**config.mk**
```make
export PLATFORM = sky130hd
export DESIGN_NAME = i2c_eeprom_master_sequencer_top
export DESIGN_NICKNAME = d
export VERILOG_FILES = /design/src/hdl/i2cem_pkg.sv /design/src/hdl/i2cem_step.sv /design/src/hdl/i2c_eeprom_master_sequencer_top.sv
export SDC_FILE = /design/constraint.sdc
export NUM_CORES = 1
export LEC_CHECK = 0
export ABC_AREA = 1
export BUFFER_PORTS_ARGS = -buffer_cell sky130_fd_sc_hd__buf_4
export CORE_MARGIN = 4
export CORE_UTILIZATION = 55
export CTS_CLUSTER_DIAMETER = 30
export DETAILED_ROUTE_END_ITERATION = 8
export HOLD_SLACK_MARGIN = 0.05
export PLACE_DENSITY = 0.77
export SLEW_MARGIN = 20
export SYNTH_ARGS = -nofsm -noshare
export SYNTH_HDL_FRONTEND = slang
export SYNTH_HIERARCHICAL = 1
export SYNTH_SLANG_ARGS = --single-unit
```
**constraint.sdc**
```tcl
create_clock -name clk -period 3.2 [get_ports clk]
set_input_delay 0.64 -clock clk [delete_from_list [all_inputs] [get_ports clk]]
set_output_delay 0.64 -clock clk [all_outputs]
set_load 0.05 [all_outputs]
```
**src/hdl/i2cem_pkg.sv**
```systemverilog
`timescale 1ns / 1ps
// Shared types and constants for the I2C EEPROM master sequencer.
package i2cem_pkg;

  localparam logic [2:0] KIND_BEGIN_WRITE   = 3'd0;
  localparam logic [2:0] KIND_BEGIN_READ    = 3'd1;
  localparam logic [2:0] KIND_START_SENT    = 3'd2;
  localparam logic [2:0] KIND_BYTE_SENT     = 3'd3;
  localparam logic [2:0] KIND_BYTE_RECEIVED = 3'd4;
  localparam logic [2:0] KIND_BAD_STATUS    = 3'd5;
  localparam logic [2:0] KIND_TIMEOUT       = 3'd6;

  localparam logic [7:0] ADDR_RW_MASK = 8'hFE;

  typedef struct packed {
    logic [2:0] kind;
    logic [7:0] dev_addr;
    logic [7:0] mem_offset;
    logic [7:0] length;
    logic       acked;
    logic [7:0] rx_byte;
    logic [7:0] tx_byte;
  } in_item_t;

  typedef struct packed {
    logic       load_data;
    logic [7:0] bus_data;
    logic       set_start;
    logic       set_stop;
    logic       send_ack;
    logic       store_rx;
    logic [7:0] data_index;
    logic       consumed_tx;
    logic       bus_reset;
    logic       busy_res;
    logic       rejected;
  } out_item_t;

  typedef struct packed {
    logic       busy;
    logic       read_mode;
    logic       offset_pending;
    logic       random_read;
    logic       restart_pending;
    logic [7:0] byte_count;
    logic [7:0] slave_addr;
    logic [7:0] mem_addr;
    logic [7:0] xfer_len;
  } seq_ctx_t;

endpackage

```
**src/hdl/i2cem_step.sv**
```systemverilog
`timescale 1ns / 1ps
// Per-event decision logic: next sequencer context and the result item.
module i2cem_step import i2cem_pkg::*; (
  input  seq_ctx_t  ctx_i,
  input  in_item_t  item_i,
  input  logic      ack_poll_i,
  output seq_ctx_t  ctx_o,
  output out_item_t res_o
);

  logic [7:0] cnt_after;

  always_comb begin
    ctx_o     = ctx_i;
    res_o     = '0;
    cnt_after = ctx_i.byte_count;
    unique case (item_i.kind)
      KIND_BEGIN_WRITE, KIND_BEGIN_READ: begin
        if (ctx_i.busy) begin
          res_o.rejected = 1'b1;
        end else begin
          ctx_o.busy            = 1'b1;
          ctx_o.slave_addr      = item_i.dev_addr;
          ctx_o.read_mode       = 1'b0;
          ctx_o.offset_pending  = 1'b1;
          ctx_o.random_read     = (item_i.kind == KIND_BEGIN_READ);
          ctx_o.restart_pending = 1'b0;
          ctx_o.mem_addr        = item_i.mem_offset;
          ctx_o.xfer_len        = item_i.length;
          ctx_o.byte_count      = '0;
          res_o.set_start       = 1'b1;
        end
      end
      KIND_START_SENT: begin
        res_o.load_data  = 1'b1;
        res_o.bus_data   = (ctx_i.slave_addr & ADDR_RW_MASK) | {7'd0, ctx_i.read_mode};
        ctx_o.byte_count = '0;
      end
      KIND_BYTE_SENT: begin
        priority if (!item_i.acked) begin
          if (ack_poll_i) begin
            res_o.set_start = 1'b1;
          end else begin
            res_o.bus_reset = 1'b1;
            ctx_o.busy      = 1'b0;
          end
        end else if (ctx_i.restart_pending) begin
          res_o.set_start       = 1'b1;
          ctx_o.restart_pending = 1'b0;
        end else if (ctx_i.offset_pending) begin
          ctx_o.offset_pending = 1'b0;
          res_o.load_data      = 1'b1;
          res_o.bus_data       = ctx_i.mem_addr;
          if (ctx_i.random_read) begin
            ctx_o.restart_pending = 1'b1;
            ctx_o.read_mode       = 1'b1;
          end
        end else if (!ctx_i.read_mode) begin
          if (ctx_i.byte_count < ctx_i.xfer_len) begin
            res_o.load_data   = 1'b1;
            res_o.bus_data    = item_i.tx_byte;
            res_o.consumed_tx = 1'b1;
            res_o.data_index  = ctx_i.byte_count;
            ctx_o.byte_count  = ctx_i.byte_count + 8'd1;
          end else begin
            res_o.set_stop = 1'b1;
            ctx_o.busy     = 1'b0;
          end
        end else begin
          // Read address acked: the data bytes arrive as receive events.
        end
      end
      KIND_BYTE_RECEIVED: begin
        if (ctx_i.byte_count < ctx_i.xfer_len) begin
          res_o.store_rx   = 1'b1;
          res_o.data_index = ctx_i.byte_count;
          res_o.send_ack   = 1'b1;
          cnt_after        = ctx_i.byte_count + 8'd1;
        end
        ctx_o.byte_count = cnt_after;
        // The last byte is nacked and the transfer closes with a stop.
        if (cnt_after == ctx_i.xfer_len) begin
          ctx_o.busy     = 1'b0;
          res_o.send_ack = 1'b0;
          res_o.set_stop = 1'b1;
        end
      end
      KIND_TIMEOUT: begin
        res_o.bus_reset = 1'b1;
        ctx_o.busy      = 1'b0;
      end
      default: begin
        // Bad status and the unused code both fail the transfer.
        res_o.bus_reset = 1'b1;
        ctx_o.busy      = 1'b0;
      end
    endcase
    res_o.busy_res = ctx_o.busy;
  end

endmodule

```
**src/hdl/i2c_eeprom_master_sequencer_top.sv**
```systemverilog
`timescale 1ns / 1ps
// An event is held in the input register; the context updates as it enters the result register.
// Throughput: one event per cycle while the output is not stalled.
// The input stage stalls only while the result register is full and stalled.
// Synchronous active-low reset clears the context and valid flags; ack polling resets enabled.
// Top level of the I2C EEPROM master sequencer.
module i2c_eeprom_master_sequencer_top import i2cem_pkg::*; (
  input  logic      clk,
  input  logic      rst_n,
  input  logic      in_valid,
  output logic      in_stall,
  input  in_item_t  in_item,
  output logic      out_valid,
  input  logic      out_stall,
  output out_item_t out_item,
  input  logic      cfg_wr_en,
  input  logic      cfg_wr_data
);

  logic      in_valid_r;
  in_item_t  in_item_r;
  logic      out_valid_r;
  out_item_t out_item_r;
  seq_ctx_t  ctx_r;
  seq_ctx_t  ctx_nxt;
  out_item_t res_nxt;
  logic      ack_poll_r;
  logic      out_free;
  logic      advance;
  logic      in_take;

  assign out_free = !out_valid_r || !out_stall;
  assign advance  = in_valid_r && out_free;
  assign in_stall = in_valid_r && !out_free;
  assign in_take  = in_valid && !in_stall;

  i2cem_step u_step (
    .ctx_i      (ctx_r),
    .item_i     (in_item_r),
    .ack_poll_i (ack_poll_r),
    .ctx_o      (ctx_nxt),
    .res_o      (res_nxt)
  );

  always_ff @(posedge clk) begin
    if (!rst_n) begin
      in_valid_r  <= 1'b0;
      out_valid_r <= 1'b0;
      ctx_r       <= '0;
      ack_poll_r  <= 1'b1;
    end else begin
      if (!in_stall) begin
        in_valid_r <= in_valid;
      end
      if (out_free) begin
        out_valid_r <= in_valid_r;
      end
      if (advance) begin
        ctx_r <= ctx_nxt;
      end
      if (cfg_wr_en) begin
        ack_poll_r <= cfg_wr_data;
      end
    end
  end

  always_ff @(posedge clk) begin
    if (in_take) begin
      in_item_r <= in_item;
    end
    if (advance) begin
      out_item_r <= res_nxt;
    end
  end

  assign out_valid = out_valid_r;
  assign out_item  = out_item_r;

  a_busy_tracks: assert property (@(posedge clk) disable iff (!rst_n)
    advance |=> ctx_r.busy == out_item_r.busy_res)
    else $error("context busy flag differs from delivered busy_res");

  a_reject_busy: assert property (@(posedge clk) disable iff (!rst_n)
    out_valid_r && out_item_r.rejected |-> out_item_r.busy_res && !out_item_r.set_start)
    else $error("rejected begin changed the transfer");

  a_reset_idle: assert property (@(posedge clk) disable iff (!rst_n)
    out_valid_r && out_item_r.bus_reset |-> !out_item_r.busy_res && !out_item_r.set_stop)
    else $error("bus reset left the sequencer busy");

  a_one_handoff: assert property (@(posedge clk) disable iff (!rst_n)
    out_valid_r |-> !(out_item_r.store_rx && out_item_r.consumed_tx))
    else $error("store and consume in the same result");

  a_stall_cause: assert property (@(posedge clk) disable iff (!rst_n)
    in_stall |-> out_valid_r && out_stall)
    else $error("input stalled with room in the result register");

endmodule
```
==> out/qor.yml, run 1 <==
detailed_routing:
  drtIter0Drc: 273
  drt_first_pass_iters: 5
  drc: 0
  totalWireLength_mm: 11.04
  post_drt_wl_per_cell_um: 13.85
  ant_nets: 0
  viasPerCell: 5.305
  vias: 4228
sta:
  tns_ns: 0
  timing.final.ws_setup_ns: 0.4905
  tightestPinTransition_ns: 0.6854
  hold_viol: 0
  relSlewSlack_pct: 54.14
  fin_hold_ws_ns: 0.4479
  rsz0062_at_grt: "false"
  setup_viol: 0
  finalMaxSlewViolations: 0
  period_share_pct: 84.67
  skew_ns: 0.009483
  min_period_ns: 2.710
  max_freq_mhz: 369.1
floorplan:
  die-area_um2: 10820
  io_pins: 77
  coreArea_um2: 8848
  row_count: 34
  dieHeight_um: 104.0
  start_util_pct: 57.32
  die_w_um: 104.0
global_route:
  antenna_found_initial: 0
  gr-total-overflow: 0
  grt_pass1_wl_mm: 18.55
  grt_max_degree: 61
  grt_usage_pct: 20.81
  grt_pass1_vias: 3891
power:
  vdd_drop_max_mv: 0.3180
  p_leak_nw: 2.482
  p_per_area_nw_per_um2: 490.4
  p_total_mw: 2.844
clock_tree:
  worst_skew_pair.late_latency_ns: 0.36
  htreeDepth: 3
  cts_setup_buffers: 0
  cts-resized-gates: 0
  clk_pin_slew_worst_paths_ns: 0.11
  cts_hold_buffers: 0
  cts_buffers: 9
  clockBufferDepth: 2
  cts_root_buf: "clkbuf_8"
  cts.sinks: 99
  cts_tree: "yes"
synth:
  netlist_area_um2: 5072
  syn_nets: 685
  avgSynthCellArea_um2: 8.103
  yosysWarningCount: 6
  syn_inst: 626
finish:
  syn_to_final_growth_pct: 14.36
  fin_nets: 743
  fill_cells: 748
  final_common_cell: "nand2_1"
  stdcell_count: 797
  final_area_um2: 5801
  regArea_um2: 2584
  fin_util_pct: 65.55
  multi_input_area_um2: 1959
  antenna-diode-count: 0
  drive_above_1_share_pct: 17.56
  layout_common_cells: "156 x nand2_1, 85 x inv_1, 76 x buf_4"
placed_design:
  dp_slack_ns: 0.5185
  dpl_cell_area_um2: 5590
  portBuffers: 67
  place_inst: 781
  dpl.hpwl_mm: 7.976
  gp_congestion: 0.8749
critical_path:
  worstPathMaxFanout: 15
  crit_path_start_kind: "register"
  cp-end-kind: "register"
  cp.arrival_ns: 2.96
  endpoint: "ctx_r[36]"
  path_class: "reg2reg"
  rrSetupSlack_ns: 0.49
  reg2regPathDepth: 18
  r2r-end: "ctx_r[36]"
  crit_path_start: "ctx_r[7]"
  reg2reg_from: "ctx_r[7]"
  critPathRequiredTime_ns: 3.45
min_path:
  hold_path_class: "in2reg"
run_status:
  status: "complete, no violations"
run:
  drv_cap: 0
## worst min-delay path by stage
stage | from | endpoint | depth (start not counted)
floorplan | ack_poll_r | ack_poll_r | 2
global placement | ack_poll_r | ack_poll_r | 2
detailed placement | ack_poll_r | ack_poll_r | 2
CTS | in_item[27] | in_item_r[27] | 1
global route | in_item[28] | in_item_r[28] | 1
finish | in_item[26] | in_item_r[26] | 1
## per-layer routing
metal	vias up	share of wire (%)	GRT usage, %
met1	1899	45	29.10
met2	153	46	32.87
li1	2159	-	-
met4	0	1.6	6.173
met5	-	0	0
met3	17	6.5	4.159
## state kept, by name (all words and copies together) (netlist names)
register    cells
ack_poll_r      1
out_valid       1
in_item_r      35
out_item       25
in_valid_r      1
ctx_r          36
## critical path, stage by stage (launching register included)
cell	delay (ns)
dfxtp_1	0.37
inv_1	0.10
ha_1	0.31
nand2_1	0.09
nor2_1	0.21
nand2_4	0.17
nand2_2	0.11
inv_2	0.05
ha_1	0.29
xor2_1	0.14
nand3b_1	0.17
nor2_2	0.16
nand2_1	0.06
nand2_1	0.06
nand2_1	0.07
inv_1	0.06
nand3_1	0.06
nand2_1	0.08
nor2_1	0.04
## cell type report
type	count	share of cell area (%)
clock buffers	10	2.567
clock inverters	6	1.057
inverters	91	5.889
multi-input cells	407	33.78
flip-flops and latches	99	44.54
well taps	108	2.330
repair buffers	76	9.836
## power by group
| part | internal [mW] | switching (mW) |
|---|---|---|
| sequential | 1.43 | 0.0500 |
| clock | 0.351 | 0.459 |
| combinational | 0.193 | 0.362 |
Power figures use the tool's default switching activity.
==> run 2, diff against run 1 <==
Settings changed: CORE_UTILIZATION 55 to 52, PLACE_DENSITY 0.77 to 0.76.
Clock period 3.2 ns to 2.3 ns, I/O delays scaled along.
==> out/qor.yml, run 2 (same netlist as run 1, synthesis figures left out) <==
finish:
  fill_cells: 822
  multi_input_area_um2: 2123
  largest_register_ffs: 36
  fin_util_pct: 66.98
  fin_nets: 776
  regArea_um2: 2599
  syn_to_final_growth_pct: 23.75
  max_flop_register: "ctx_r"
  final_area_um2: 6277
  stdcell_count: 851
  final_common_cell: "nand2_1"
  layout_common_cells: "152 x nand2_1, 106 x buf_4, 78 x inv_1"
  drive_above_1_share_pct: 26.45
  antenna-diode-count: 0
floorplan:
  coreArea_um2: 9371
  die_w_um: 106.8
  dieHeight_um: 106.8
  row_count: 35
  io_pins: 77
  start_util_pct: 54.13
  die-area_um2: 11400
global_route:
  antenna_found_initial: 0
  grt_pass1_wl_mm: 19.66
  grt_pass1_vias: 4069
  grt_max_degree: 74
  grt_usage_pct: 21.49
  gr-total-overflow: 0
clock_tree:
  cts_root_buf: "clkbuf_8"
  clockBufferDepth: 2
  cts_hold_buffers: 0
  clk_pin_slew_worst_paths_ns: 0.10
  worst_skew_pair.late_latency_ns: 0.37
  cts_tree: "yes"
  htreeDepth: 3
  cts.sinks: 99
  cts_buffers: 9
power:
  vdd_drop_max_mv: 0.4754
  p_leak_nw: 2.668
  p_per_area_nw_per_um2: 671.9
placed_design:
  gp_congestion: 0.8833
  place_inst: 825
  dpl_cell_area_um2: 5881
  dpl.hpwl_mm: 8.227
  portBuffers: 67
  dp_slack_ns: -0.004079
detailed_routing:
  totalWireLength_mm: 11.80
  drt_first_pass_iters: 5
  post_drt_wl_per_cell_um: 13.87
  drc: 0
  ant_nets: 0
  viasPerCell: 5.143
  vias: 4377
  drtIter0Drc: 308
sta:
  min_period_ns: 2.283
  finalMaxSlewViolations: 0
  period_share_pct: 99.27
  tns_ns: 0
  tightestPinTransition_ns: 0.7216
  skew_ns: 0.01590
  max_freq_mhz: 438.0
  relSlewSlack_pct: 51.89
  timing.final.ws_setup_ns: 0.01674
  setup_viol: 0
  rsz0062_at_grt: "true"
  hold_viol: 0
min_path:
  min_path_cells: 1
  hold_path_class: "in2reg"
  hold_path_end: "in_item_r[23]"
  hold_start: "in_item[23]"
run:
  drv_cap: 0
critical_path:
  rrSetupSlack_ns: 0.02
  path_class: "reg2reg"
  worstPathMaxFanout: 5
  r2r-end: "out_item[1]"
  cp.arrival_ns: 2.41
  crit_path_start_kind: "register"
  cp-end-kind: "register"
  critPathRequiredTime_ns: 2.43
  reg2reg_from: "ctx_r[4]"
  reg2regPathDepth: 17
run_status:
  status: "complete, no violations"
[run 2: changes by cell type in the layout (fill, tap and decap cells not counted), moves of 7 or more]
cell,change
ha_4,+7
inv_1,-7
buf_4,+30
ha_1,-8
dfxtp_2,+9
dfxtp_1,-10
[run 2: final cells by class]
type                    instances  share of cell area (%)
flip-flops and latches         99                   41.40
multi-input cells             407                   33.83
repair buffers                109                   13.35
inverters                      91                   5.521
well taps                     129                   2.571
clock buffers                  11                   2.252
clock inverters                 5                   1.076
[run 2: worst max-delay path by stage]
stage / from / to / slack, ns
2_1_floorplan: ctx_r[3] / out_item[1] / -0.05
3_3_place_gp: ctx_r[4] / ctx_r[36] / 0.03
3_5_place_dp: ctx_r[7] / ctx_r[36] / -0.004
4_1_cts: ctx_r[7] / ctx_r[36] / 0.001
5_1_grt: ctx_r[25] / ctx_r[36] / -0.18
6_report: ctx_r[4] / out_item[1] / 0.02
[run 2: report_power, final]
group          internal (mW)  total [mW]  leakage (nW)  switching, mW
clock network          0.553        1.18         0.107          0.629
logic                  0.399       0.986          1.65          0.587
registers               1.99        2.05         0.911         0.0574
[run 2: through the flow]
stage	power, mW	hold slack, ns
2_1_floorplan	2.698	0.4352
3_3_place_gp	2.954	0.4528
3_5_place_dp	2.978	0.4682
4_1_cts	4.181	0.2447
5_1_grt	4.438	0.2426
6_report	4.218	0.2610
[run 2: what timing repair did]
item                                    in CTS  in global routing
setup buffers                                5                  6
gates resized for setup                      7                 24
endpoints found under the setup margin       1                  5
pin swaps                                    7                  8
[run 2: worst max-delay path: stages (launching register included)]
cell	delay [ns]
dfxtp_2	0.34
inv_1	0.06
ha_1	0.19
a21o_1	0.19
nand2_2	0.08
nand2_4	0.08
inv_4	0.07
nand2_4	0.05
buf_4	0.16
nand2_1	0.08
nand3_1	0.07
nand2_1	0.08
nand3_1	0.08
nor2_2	0.19
nand2_1	0.08
nand2_1	0.06
nand2_1	0.06
buf_4	0.13
[run 2: metal layers]
metal	part of all wire, %	global-route usage [%]	vias up
li1	-	-	2228
met5	0	0	-
met4	1.4	5.388	0
met3	6.0	4.034	15
met1	46	30.13	2006
met2	47	34.53	128
